==> src/rtl/complex_2x2_matrix_alu_core_assert.svh <==
// Assertion macros for the complex 2x2 matrix ALU core.
// Included by the top level; no other dependencies.
`ifndef COMPLEX_2X2_MATRIX_ALU_CORE_ASSERT_SVH
`define COMPLEX_2X2_MATRIX_ALU_CORE_ASSERT_SVH

// same-cycle implication, disabled while reset is low
`define CMALU_ASSERT_NOW(label, clk, rst_n, ante, cons, msg) \
	label: assert property (@(posedge clk) disable iff (!rst_n) (ante) |-> (cons)) \
		else $error(msg);

// next-cycle implication, disabled while reset is low
`define CMALU_ASSERT_NEXT(label, clk, rst_n, ante, cons, msg) \
	label: assert property (@(posedge clk) disable iff (!rst_n) (ante) |=> (cons)) \
		else $error(msg);

`endif

==> src/rtl/cmalu_pkg.sv <==
// Shared types, operation codes and helpers for the complex 2x2 matrix ALU.
// No dependencies.
package cmalu_pkg;

	localparam int CW  = 24;        // bits per real or imaginary part
	localparam int PKW = 2 * CW;    // packed complex element

	localparam logic [2:0] ACT_ADD   = 3'd0;
	localparam logic [2:0] ACT_SUB   = 3'd1;
	localparam logic [2:0] ACT_MUL   = 3'd2;
	localparam logic [2:0] ACT_SCALE = 3'd3;
	localparam logic [2:0] ACT_CONJ  = 3'd4;
	localparam logic [2:0] ACT_DET   = 3'd5;
	localparam logic [2:0] ACT_TRACE = 3'd6;

	localparam logic [CW-1:0] CMAX_C = {1'b0, {(CW-1){1'b1}}};
	localparam logic [CW-1:0] CMIN_C = {1'b1, {(CW-1){1'b0}}};

	typedef struct packed {
		logic [2:0]     action;
		logic [PKW-1:0] a00;
		logic [PKW-1:0] a01;
		logic [PKW-1:0] a10;
		logic [PKW-1:0] a11;
		logic [PKW-1:0] b00;
		logic [PKW-1:0] b01;
		logic [PKW-1:0] b10;
		logic [PKW-1:0] b11;
		logic [PKW-1:0] scalar;
	} req_t;

	typedef struct packed {
		logic [PKW-1:0] r00;
		logic [PKW-1:0] r01;
		logic [PKW-1:0] r10;
		logic [PKW-1:0] r11;
		logic           overflow;
	} res_t;

	typedef struct packed {
		logic signed [CW-1:0] re;
		logic signed [CW-1:0] im;
	} cpx_t;

	// add/sub/negate result, one guard bit
	typedef struct packed {
		logic signed [CW:0] re;
		logic signed [CW:0] im;
	} lin_t;

	// per-element control carried beside the operands
	typedef struct packed {
		logic use_mult;   // take the product sum, else the linear value
		logic neg_hi;     // subtract the second complex product
	} ctl_t;

	function automatic cpx_t unpack(input logic [PKW-1:0] p);
		cpx_t c;
		c.re = p[PKW-1:CW];
		c.im = p[CW-1:0];
		return c;
	endfunction

	function automatic logic [CW:0] sext1(input logic [CW-1:0] v);
		return {v[CW-1], v};
	endfunction

endpackage

==> src/rtl/cmalu_pack.sv <==
// Stage 4: saturates each summed component, packs the result matrix and
// raises the overflow flag. Uses cmalu_pkg.
module cmalu_pack #(
	parameter int FRAC_BITS = 20,
	localparam int PW = 2 * cmalu_pkg::CW - FRAC_BITS,
	localparam int SW = (PW + 2 > cmalu_pkg::CW + 1) ? PW + 2 : cmalu_pkg::CW + 1
) (
	input  logic                 clk,
	input  logic                 en,
	input  logic signed [SW-1:0] sum_re [4],
	input  logic signed [SW-1:0] sum_im [4],
	output cmalu_pkg::res_t      res_s4
);
	import cmalu_pkg::*;

	localparam logic signed [SW-1:0] SMAX = {{(SW-CW+1){1'b0}}, {(CW-1){1'b1}}};
	localparam logic signed [SW-1:0] SMIN = {{(SW-CW+1){1'b1}}, {(CW-1){1'b0}}};

	logic [PKW-1:0] r [4];
	logic           ovf;
	res_t           res;

	always_comb begin
		logic [CW-1:0] re_c;
		logic [CW-1:0] im_c;
		ovf = 1'b0;
		for (int k = 0; k < 4; k++) begin
			re_c = sum_re[k][CW-1:0];
			im_c = sum_im[k][CW-1:0];
			if (sum_re[k] > SMAX) begin
				re_c = CMAX_C;
				ovf  = 1'b1;
			end else if (sum_re[k] < SMIN) begin
				re_c = CMIN_C;
				ovf  = 1'b1;
			end
			if (sum_im[k] > SMAX) begin
				im_c = CMAX_C;
				ovf  = 1'b1;
			end else if (sum_im[k] < SMIN) begin
				im_c = CMIN_C;
				ovf  = 1'b1;
			end
			r[k] = {re_c, im_c};
		end
		res.r00      = r[0];
		res.r01      = r[1];
		res.r10      = r[2];
		res.r11      = r[3];
		res.overflow = ovf;
	end

	always_ff @(posedge clk) begin
		if (en) begin
			res_s4 <= res;
		end
	end

endmodule

==> config.mk <==
export PLATFORM = sky130hd
export DESIGN_NAME = cmalu_pack
export DESIGN_NICKNAME = d
export VERILOG_FILES = /design/src/rtl/complex_2x2_matrix_alu_core_assert.svh /design/src/rtl/cmalu_pkg.sv /design/src/rtl/cmalu_pack.sv
export SDC_FILE = /design/constraint.sdc
export NUM_CORES = 1
export LEC_CHECK = 0
export BUFFER_PORTS_ARGS = -buffer_cell sky130_fd_sc_hd__buf_2
export CORE_AREA = 5 5 167 169
export CTS_CLUSTER_DIAMETER = 100
export DETAILED_ROUTE_END_ITERATION = 10
export DIE_AREA = 0 0 172 174
export GPL_ROUTABILITY_DRIVEN = 0
export PLACE_DENSITY_LB_ADDON = 0.05
export SLEW_MARGIN = 10
export SYNTH_ARGS = -nofsm -noshare
export SYNTH_HDL_FRONTEND = slang
export SYNTH_SLANG_ARGS = --single-unit
export TNS_END_PERCENT = 100
==> constraint.sdc <==
create_clock -name clk -period 1 [get_ports clk]
set_input_delay 0.05 -clock clk [delete_from_list [all_inputs] [get_ports clk]]
set_output_delay 0.05 -clock clk [all_outputs]
set_load 0.02 [all_outputs]
* Word-level counts from Yosys, hierarchy flattened
Cells that the tools add are included.
** Storage, ports and cells
- Register bits after elaboration :: 193
- Bits of input ports :: 242
- Output and inout bits :: 193
- Logic and storage cells :: 35
** Cells by class
- Magnitude comparators :: 16
- Muxes and demuxes :: 9
- Reductions and logical operators :: 1
** Operator list (number)
- 30-bit by 24-bit > comparator with 1-bit output (second input constant) :: 8
- 30-bit by 24-bit < comparator with 1-bit output (second input constant) :: 8
- 24-bit two-way mux :: 8
- 15-bit OR reduction :: 1
- 1-bit two-way mux :: 1

* Longest topological paths before layout
- Word-level depth :: 2
- Gate-level depth with buffers :: 4
- Gate-level depth less buffers :: 4

* Worst setup path after synthesis
OpenSTA, ideal clock, no wires.
- Kind :: input -> register
- Start point :: input port sum_re[28] in the netlist's numbering
- End point :: register res_s4[0] in the netlist's numbering (data pin)
- Library setup time :: 0.271 ns
- Arrival :: 0.819 ns
- Data required time :: 0.729 ns
- Setup slack :: -0.090 ns
- Stages :: 4
- Path buffers :: 0
- Path through :: nor4_1 -> a21oi_1 -> nor4b_2 -> nand4_1
** On the way
- Word-level cells in the longest chain between the ends :: 2
- Elaborated cells between the ends (all ways) :: 3
- Classes of those cells :: order compare: 2; reduce/logical: 1
** RTL lines
- start, declared :: line cmalu_pack.sv:10 : input logic signed [SW-1:0] sum_re [4],
- 30-bit by 24-bit > comparator with 1-bit output or 30-bit by 24-bit < comparator with 1-bit output (tied branches) :: line cmalu_pack.sv:30, cmalu_pack.sv:33
- 15-bit OR reduction (no source line) (*)
- end signal, assigned :: line cmalu_pack.sv:55 : res_s4 <= res;
- end, declared :: line cmalu_pack.sv:12 : output cmalu_pkg::res_t res_s4
Mark *: on every way between the ends. The rest lies on a longest branch, timed or not.
A chain may end at the register's enable or synchronous reset.

* Worst setup path after layout
- Start point :: register res_s4[10] in the netlist's numbering
- End point :: output port res_s4[10] in the netlist's numbering
No word-level cell between the ends.

==> out/qor.yml <==
status: "finished with violations"
violations: "negative setup slack"
drc: 0
antenna_found_initial: 1
drive_gt1_frac: 0.471
synth.top_cells.by_area: "edfxtp_1 (75%), a21o_1 (18%), buf_2 (2.1%), nand4_1 (0.73%), nor4_1 (0.73%)"
cts_root_buf: "clkbuf_16"
async_reset_ff_frac: 0
drtPass1Iterations: 5
syn_to_final_growth_pct: 87.6
netlist_instances: 476
total_power_mw: 21.6
grt_first_pass_wirelength_um: 40900
critPathKind: "register to output port"
dpl.cell_count: 1265
synth_area_sq_mm: 0.00771
hold_viol_final: 0
synth_flop_cell: "edfxtp_1"
filler_cell_count: 2233
yosysUniqueCellTypes: 13
synth-seq-cells: 193
cts_buffers: 17
holdWs_ns: 0.0633
rows: 60
drv_slew: 0
core_sq_mm: 0.0264
yosysTopAreaCell: "edfxtp_1"
final_util: 0.547
die-height_um: 174
ys.warnings.count: 0
globalRouteOverflowTotal: 0
crit_fanout: 1
top_regs: "res_s4 x193"
cts_sinks: 193
peakVddDrop_uv: 772
largest_reg_flops: 193
drt_iter0_drc: 357
synth_edf_count: 193
setup_viol: 171
tritoncts: "built"
cts.htree.levels: 4
num_vias: 6805
grt_max_degree: 49
cp.arrival_ns: 1.06
wl_per_cell_um: 18.9
crit_path_end_kind: "output port"
cp_slowest_cell: "edfxtp_1"
regMostFlops: "res_s4"
layout.cells.non_filler: 1494
die_w_um: 172
post-place-ws_ns: -0.827
fin_area_sq_mm: 0.0145
ys_seq_area_frac: 0.752
worstSetupStartpointType: "register"
fin_tns_setup_ns: -3.20
dieArea_sq_mm: 0.0299
first_global_vias: 7301
finalNetCount: 1382
layout_commonest_cell: "buf_2"
rsz0062_at_grt: "yes"
avgSynthCellArea_sq_um: 16.2
power.leakage_nw: 6.59
viasPerCell: 4.55
min_period_ns: 1.11
synth_top_area_share: 0.752
start_util: 0.292
dp_hpwl_um: 21000
critical_path_required_ns: 0.95
path_buf_inv: 1
crit_chain: "buf_6"
diodes: 0
p_per_area_mw_per_mm2: 1490
min_path_type: "primary input to register"
layout_common_cells: "buf_2 (256), dlygate4sd3_1 (193), edfxtp_1 (193), a21o_1 (184), buf_6 (172)"
synth.net_count: 718
io_pins: 435
ant_nets: 0
placed_area_sq_mm: 0.0108
drt_wl_total_um: 28300
numPortBuffers: 434
fmax_mhz: 904
track_usage: 0.179
clockBufferDepth: 2
cap_violations: 0
max_stage_delay_ns: 0.45
max_slew_margin: 0.740
min_period_over_period: 1.11
path_clk_slew_ns: 0.08
crit_family: "flip-flops"
max_slew.worst_pin.slew_ns: 0.389
worst_slack_ns: -0.106
synth_stat cells (2+ instances only):
cell	instances
o21a_1	6
clkbuf_1	8
nor2_1	8
nand2_1	8
nor4_1	9
buf_2	32
a21o_1	184
nor4b_2	2
edfxtp_1	193
a21oi_1	8
nand4_1	9
o21ai_1	8
path summary, 6_finish.rpt:
path,from,end,slack (ns),cells after the start
setup / recovery,res_s4[10],res_s4[10],-0.11,1
hold / removal,en,res_s4[37],0.06,2
routing by layer:
metal	wire length [um]	up-vias	track usage
met3	2360	44	0.0573
met2	15100	301	0.332
met5	20	-	0
met1	10100	3282	0.191
li1	-	3176	-
met4	718	2	0.0531
report_power, final:
| group | total, mW | switching (mW) | internal [mW] | leakage [nW] |
|---|---|---|---|---|
| combinational | 4.75 | 2.24 | 2.51 | 4.41 |
| clock | 6.79 | 3.26 | 3.53 | 0.277 |
| sequential | 10.0 | 0.320 | 9.73 | 1.90 |
repair_timing:
| action | in CTS | in global routing |
|---|---|---|
| endpoints found under the hold margin | 198 | 0 |
| endpoints found under the setup margin | 194 | 194 |
| hold buffers | 193 | 0 |
| pin swaps | 1 | 9 |
| buffers inserted | 0 | 4 |
| resized for setup | 209 | 151 |
area by class of cell:
type | instances | area, sq um | share of cell area
multi-input combinational | 243 | 1880 | 0.130
tap | 341 | 427 | 0.0295
sequential | 193 | 5800 | 0.401
clock inverter | 14 | 151 | 0.0105
timing repair buffer | 685 | 5780 | 0.400
clock buffer | 18 | 429 | 0.0297
cell families after synthesis:
| kind of cell | count (synthesis) | share of synthesized area |
|---|---|---|
| compound gates | 206 | 0.195 |
| buf+inv | 40 | 0.0247 |
| flops | 193 | 0.752 |
| simple gates | 37 | 0.0279 |
No activity file was read; power rests on OpenSTA's default activity.
