==> src/rtl/complex_2x2_matrix_alu_core_assert.svh <==
// Assertion macros for the complex 2x2 matrix ALU core.
// Included by the top level; no other dependencies.
`ifndef COMPLEX_2X2_MATRIX_ALU_CORE_ASSERT_SVH
`define COMPLEX_2X2_MATRIX_ALU_CORE_ASSERT_SVH

// same-cycle implication, disabled while reset is low
`define CMALU_ASSERT_NOW(label, clk, rst_n, ante, cons, msg) \
	label: assert property (@(posedge clk) disable iff (!rst_n) (ante) |-> (cons)) \
		else $error(msg);

// next-cycle implication, disabled while reset is low
`define CMALU_ASSERT_NEXT(label, clk, rst_n, ante, cons, msg) \
	label: assert property (@(posedge clk) disable iff (!rst_n) (ante) |=> (cons)) \
		else $error(msg);

`endif

==> src/rtl/cmalu_pkg.sv <==
// Shared types, operation codes and helpers for the complex 2x2 matrix ALU.
// No dependencies.
package cmalu_pkg;

	localparam int CW  = 24;        // bits per real or imaginary part
	localparam int PKW = 2 * CW;    // packed complex element

	localparam logic [2:0] ACT_ADD   = 3'd0;
	localparam logic [2:0] ACT_SUB   = 3'd1;
	localparam logic [2:0] ACT_MUL   = 3'd2;
	localparam logic [2:0] ACT_SCALE = 3'd3;
	localparam logic [2:0] ACT_CONJ  = 3'd4;
	localparam logic [2:0] ACT_DET   = 3'd5;
	localparam logic [2:0] ACT_TRACE = 3'd6;

	localparam logic [CW-1:0] CMAX_C = {1'b0, {(CW-1){1'b1}}};
	localparam logic [CW-1:0] CMIN_C = {1'b1, {(CW-1){1'b0}}};

	typedef struct packed {
		logic [2:0]     action;
		logic [PKW-1:0] a00;
		logic [PKW-1:0] a01;
		logic [PKW-1:0] a10;
		logic [PKW-1:0] a11;
		logic [PKW-1:0] b00;
		logic [PKW-1:0] b01;
		logic [PKW-1:0] b10;
		logic [PKW-1:0] b11;
		logic [PKW-1:0] scalar;
	} req_t;

	typedef struct packed {
		logic [PKW-1:0] r00;
		logic [PKW-1:0] r01;
		logic [PKW-1:0] r10;
		logic [PKW-1:0] r11;
		logic           overflow;
	} res_t;

	typedef struct packed {
		logic signed [CW-1:0] re;
		logic signed [CW-1:0] im;
	} cpx_t;

	// add/sub/negate result, one guard bit
	typedef struct packed {
		logic signed [CW:0] re;
		logic signed [CW:0] im;
	} lin_t;

	// per-element control carried beside the operands
	typedef struct packed {
		logic use_mult;   // take the product sum, else the linear value
		logic neg_hi;     // subtract the second complex product
	} ctl_t;

	function automatic cpx_t unpack(input logic [PKW-1:0] p);
		cpx_t c;
		c.re = p[PKW-1:CW];
		c.im = p[CW-1:0];
		return c;
	endfunction

	function automatic logic [CW:0] sext1(input logic [CW-1:0] v);
		return {v[CW-1], v};
	endfunction

endpackage

==> src/rtl/cmalu_opsel.sv <==
// Stage 1: decodes the action and steers operands to the multiplier array;
// also forms the add, subtract, conjugate and trace values. Uses cmalu_pkg.
module cmalu_opsel (
	input  logic              clk,
	input  logic              en,
	input  cmalu_pkg::req_t   req,
	output cmalu_pkg::cpx_t   x0_s1 [4],
	output cmalu_pkg::cpx_t   y0_s1 [4],
	output cmalu_pkg::cpx_t   x1_s1 [4],
	output cmalu_pkg::cpx_t   y1_s1 [4],
	output cmalu_pkg::lin_t   lin_s1 [4],
	output cmalu_pkg::ctl_t   ctl_s1 [4]
);
	import cmalu_pkg::*;

	cpx_t a [4];
	cpx_t b [4];
	cpx_t s;
	cpx_t x0 [4];
	cpx_t y0 [4];
	cpx_t x1 [4];
	cpx_t y1 [4];
	lin_t lin [4];
	ctl_t ctl [4];

	always_comb begin
		a[0] = unpack(req.a00);
		a[1] = unpack(req.a01);
		a[2] = unpack(req.a10);
		a[3] = unpack(req.a11);
		b[0] = unpack(req.b00);
		b[1] = unpack(req.b01);
		b[2] = unpack(req.b10);
		b[3] = unpack(req.b11);
		s    = unpack(req.scalar);
	end

	always_comb begin
		for (int k = 0; k < 4; k++) begin
			x0[k]  = '0;
			y0[k]  = '0;
			x1[k]  = '0;
			y1[k]  = '0;
			lin[k] = '0;
			ctl[k] = '0;
		end
		unique case (req.action)
			ACT_ADD: begin
				for (int k = 0; k < 4; k++) begin
					lin[k].re = sext1(a[k].re) + sext1(b[k].re);
					lin[k].im = sext1(a[k].im) + sext1(b[k].im);
				end
			end
			ACT_SUB: begin
				for (int k = 0; k < 4; k++) begin
					lin[k].re = sext1(a[k].re) - sext1(b[k].re);
					lin[k].im = sext1(a[k].im) - sext1(b[k].im);
				end
			end
			ACT_MUL: begin
				// row of A times column of B
				for (int k = 0; k < 4; k++) begin
					x0[k] = a[k & 2];
					x1[k] = a[(k & 2) + 1];
					y0[k] = b[k & 1];
					y1[k] = b[(k & 1) + 2];
					ctl[k].use_mult = 1'b1;
				end
			end
			ACT_SCALE: begin
				for (int k = 0; k < 4; k++) begin
					x0[k] = a[k];
					y0[k] = s;
					ctl[k].use_mult = 1'b1;
				end
			end
			ACT_CONJ: begin
				// transpose swaps the off-diagonal elements
				for (int k = 0; k < 4; k++) begin
					lin[k].re = sext1(a[((k & 1) << 1) | (k >> 1)].re);
					lin[k].im = (CW + 1)'(0) - sext1(a[((k & 1) << 1) | (k >> 1)].im);
				end
			end
			ACT_DET: begin
				// a00*a11 - a01*a10; other elements stay zero
				x0[0] = a[0];
				y0[0] = a[3];
				x1[0] = a[1];
				y1[0] = a[2];
				ctl[0].neg_hi = 1'b1;
				for (int k = 0; k < 4; k++) begin
					ctl[k].use_mult = 1'b1;
				end
			end
			ACT_TRACE: begin
				lin[0].re = sext1(a[0].re) + sext1(a[3].re);
				lin[0].im = sext1(a[0].im) + sext1(a[3].im);
			end
			default: begin
				// unused code: all-zero result
			end
		endcase
	end

	always_ff @(posedge clk) begin
		if (en) begin
			x0_s1  <= x0;
			y0_s1  <= y0;
			x1_s1  <= x1;
			y1_s1  <= y1;
			lin_s1 <= lin;
			ctl_s1 <= ctl;
		end
	end

endmodule

==> config.mk <==
export PLATFORM = sky130hd
export DESIGN_NAME = cmalu_opsel
export DESIGN_NICKNAME = d
export VERILOG_FILES = /design/src/rtl/complex_2x2_matrix_alu_core_assert.svh /design/src/rtl/cmalu_pkg.sv /design/src/rtl/cmalu_opsel.sv
export SDC_FILE = /design/constraint.sdc
export NUM_CORES = 2
export LEC_CHECK = 0
export BUFFER_PORTS_ARGS = -buffer_cell sky130_fd_sc_hd__buf_2
export CAP_MARGIN = 20
export CORE_AREA = 2 2 547 549
export DETAILED_ROUTE_END_ITERATION = 10
export DIE_AREA = 0 0 549 551
export SLEW_MARGIN = 40
export SYNTH_ARGS = -nofsm -noshare
export SYNTH_HDL_FRONTEND = slang
export SYNTH_SLANG_ARGS = --single-unit
export TNS_END_PERCENT = 10
==> constraint.sdc <==
create_clock -name clk -period 10.1 [get_ports clk]
set_clock_uncertainty 0.2 [all_clocks]
set_input_delay 1.01 -clock clk [delete_from_list [all_inputs] [get_ports clk]]
set_output_delay 1.01 -clock clk [all_outputs]
set_load 0.1 [all_outputs]
=== Yosys cells after proc, flatten, opt, wreduce, memory -nomap -nowiden ===
Index checks and enable logic that the tools add are counted.

* Output and inout bits: 976
* Bits in registers: 874
* Input bits: 437
* Word-level logic and storage cells: 77

* Equality and inequality tests: 6
* Mux-type cells: 8
* Add/sub/neg operators: 22
* Reduce and logical (&&, ||, !) cells: 3

{| class="wikitable"
|+ Operators with widths
! operator !! count
|-
| $pmux W144 S2 || 2
|-
| $pmux W150 S3 || 1
|-
| $add A24 B24 Y25 || 10
|-
| $pmux W50 S4 || 1
|-
| $sub A24 B24 Y25 || 8
|-
| $pmux W48 S3 || 1
|-
| $sub A1 B24 Y25 const A || 4
|-
| $pmux W48 S2 || 1
|-
| $eq A3 B3 Y1 const B || 3
|-
| $eq A3 B2 Y1 const B || 2
|-
| $eq A3 B1 Y1 const B || 1
|-
| $logic_not A3 Y1 || 1
|-
| $reduce_or A3 Y1 || 1
|-
| $mux W1 || 2
|-
| $reduce_or A2 Y1 || 1
|}

=== Depth between registers and ports, before layout ===
* Depth after elaboration: 3
* Gate-level depth with buffers: 20
* Mapped depth without buffers: 19

=== Worst setup path after synthesis ===
Ideal clock, no wire load.

* Kind: input -> register
* Start: input port req[434] in the netlist's numbering
* End: register lin_s1[42] in the netlist's numbering (data pin)
* Setup slack: 4.683 ns
* Setup time: 0.257 ns
* Required time: 9.643 ns
* Stages: 18
* Arrival time: 4.960 ns
* Cell sequence: nor2_1 and2_0 clkbuf_1 clkbuf_1 clkbuf_1 clkbuf_1 nor2_1 xnor2_1 ha_1 o21a_1 o31a_1 o211a_1 a31o_1 a41o_1 o31ai_2 a21oi_1 or3_1 a32o_1

{| class="wikitable"
|+ RTL lines
! what !! RTL line !! source
|-
| start, declared || cmalu_opsel.sv:6 || <nowiki>input cmalu_pkg::req_t req,</nowiki>
|-
| end signal, assigned || cmalu_opsel.sv:111 || <nowiki>lin_s1 <= lin;</nowiki>
|-
| end, declared || cmalu_opsel.sv:11 || <nowiki>output cmalu_pkg::lin_t lin_s1 [4],</nowiki>
|}

==> out/results.tsv <==
metric	value	unit
ir_drop	0.147	mV
worst_path_max_delay_cell	nand2_4	
grt_pass1_vias	40700	
yosysWarningCount	0	
initial_core_util	16.4	%
cp_data_required_time	10600	ps
crit_path_max_incr_delay	580	ps
synth_area	48600	sq um
root_buffer	clkbuf_16	
worst_ep_arrival_time	6220	ps
first_iter_violations	4210	
hpwlAfterDp	273000	um
synth_top_area_share	51.1	%
num_io_pins	1413	
die_area	302000	sq um
first_pass_iters	6	
crit_chain	buf_2 > nor2_4 > buf_4 > nand2_4 > buf_4 > or3_1 > a21oi_1 > nor2_1 > ha_1 > a2111oi_0 > o21ai_1 > nand3_1 > o21ai_1 > a221o_1 > a2111oi_0 > xor2_1 > or3_1 > nand3_1	
crit_buf_inv	3	
path_max_fanout	41	
cap_violations	0	
rsz0062_at_grt	no	
ys_types	89	
wl_per_cell	34.2	um
ant_nets	0	
slew_headroom	36.9	%
antenna_found_initial	131	
setup-violations-final	0	
overflow	0	
grtUsageTotal	21.3	%
holdCritPathClass	in -> reg	
critPathCaptureType	register	
drv_slew	0	
hold_buffers	0	
vias_per_cell	4.42	
clock_sinks	826	
worstMarginPinSlew	946	ps
ys_ff_latch	826	
period_minus_slack	5720	ps
drive_gt1_share	29.4	%
worstSetupStartpointType	input port	
cts_setup_buffers	0	
status	complete, no violations	
cts_made_buffers	110	
ys.flop_type	edfxtp_1	
synth_area_per_cell	10.8	sq um
synth_edf_count	826	
timing_hold_violations_final	0	
cts_resized	0	
crit_family	compound AO/OA/AOI/OAI gates	
wl	338000	um
worstSetupPathType	in -> reg	
dp_slack	3430	ps
numPortBuffers	1409	
cts_tree	done	
p_leak	25.8	nW
finalWorstSetupSlack	4380	ps
drc	0	
grt_pass1_wl	420000	um
ys_seq_area_share	51.1	%
clockBufferDepth	4	
holdPathEnd	y1_s1[3]	
die_width	549	um
syn_inst	4511	
num_rows	200	
syn_to_final_growth	30.7	%
grt_max_degree	152	
max_freq	175	MHz
path_depth	18	
hold_ws	307	ps
synth_top_cell_by_area	edfxtp_1	
holdPathStages	2	
fin_tns_setup	0	ps
htree_levels	3	
core	296000	sq um
finish.utilization	21.4	%
clk_pin_slew	60	ps
fin_nets	6421	
die_y	551	um
synth_area_leaders	edfxtp_1, ha_1, and2_1	
hold_start	req[51]	
fillers	32300	
powerDensity	208	nW/um^2
min_period_over_period	56.7	%
num_vias	43600	
gp_congestion	0.913	
async_reset_ff_share	0	%
## worst max path at each step
stage / from / end / slack [ps]
detailed placement: req[434] / lin_s1[74] / 3430
global route: req[434] / lin_s1[99] / 4070
global placement: req[434] / lin_s1[74] / 3480
finish: req[434] / lin_s1[199] / 4380
CTS: req[434] / lin_s1[99] / 4370
floorplan: req[434] / lin_s1[42] / 4680
## cells in the mapped netlist (35+ instances only)
cell type,number
mux2i_1,104
inv_1,99
xnor2_1,184
o21ai_0,171
a21oi_1,328
buf_4,151
nor2_1,305
and2_1,322
nand2b_1,125
edfxtp_1,826
or3_1,35
ha_1,208
xor2_1,188
nor3_1,132
nand2_1,290
a21o_1,171
o22ai_1,87
nand3_1,56
a31oi_1,35
clkbuf_1,177
o21ai_1,47
## flip-flops by register name (all words and copies together), names as in the netlist
signal	flops
x1_s1	144
x0_s1	192
ctl_s1	2
lin_s1	200
y1_s1	144
y0_s1	144
## layer usage
metal  global-route usage (%)  up-vias  share of wire, %
met4                     9.82       44               5.5
met1                     24.0    21400                37
met3                     7.29      584               9.8
met5                        0        -             0.087
met2                     36.2     2569                47
li1                         -    19000                 -
## stage by stage
stage / cells / area, sq um / power [mW]
floorplan: 4513 / 48600 / 7.75
global placement: 9587 / 59500 / 9.14
global route: 9815 / 63400 / 13.6
finish: 9859 / 63500 / 13.2
CTS: 9790 / 63200 / 13.3
detailed placement: 9590 / 59600 / 9.15
## layout make-up
cell class,count,area (sq um),area share [%]
timing repair buffer,1495,7960,12.5
antenna,64,160,0.252
clock buffer,132,2840,4.46
clock inverter,68,797,1.26
inverter,100,380,0.599
sequential,826,24800,39.1
tap,3939,4930,7.76
multi-input combinational,3235,21600,34.1
## kinds of logic after synthesis
logic type | share of synthesized area [%]
simple gates | 15.1
compound gates | 14.6
flops | 51.1
buf+inv | 4.67
xor+xnor | 6.71
fa+ha+maj | 5.69
mux | 2.21
other cells | 0.00772
## report_power, final
part | internal, mW | total, mW | switching, mW
registers | 4.11 | 4.23 | 0.127
logic | 0.859 | 4.84 | 3.98
clock network | 2.35 | 4.11 | 1.76
## layout by cell type, fill, tap and decap left out, types with 24 or more instances in the layout
cell type / count
nand2_1: 288
or3_1: 35
nor3_1: 129
buf_2: 1404
xor2_1: 188
and2_1: 322
and3_1: 24
nor4_1: 28
buf_4: 72
nand2b_1: 124
o31ai_1: 29
a31oi_1: 35
ha_1: 208
xnor2_1: 184
o21a_1: 30
clkbuf_16: 110
a21oi_1: 325
o21ai_1: 47
edfxtp_1: 826
mux2i_1: 104
o21bai_1: 26
inv_1: 99
nor2_1: 301
o22ai_1: 87
diode_2: 64
a21o_1: 171
o21ai_0: 170
nand3_1: 56
a211oi_1: 34
No activity file was read; power rests on OpenSTA's default activity.
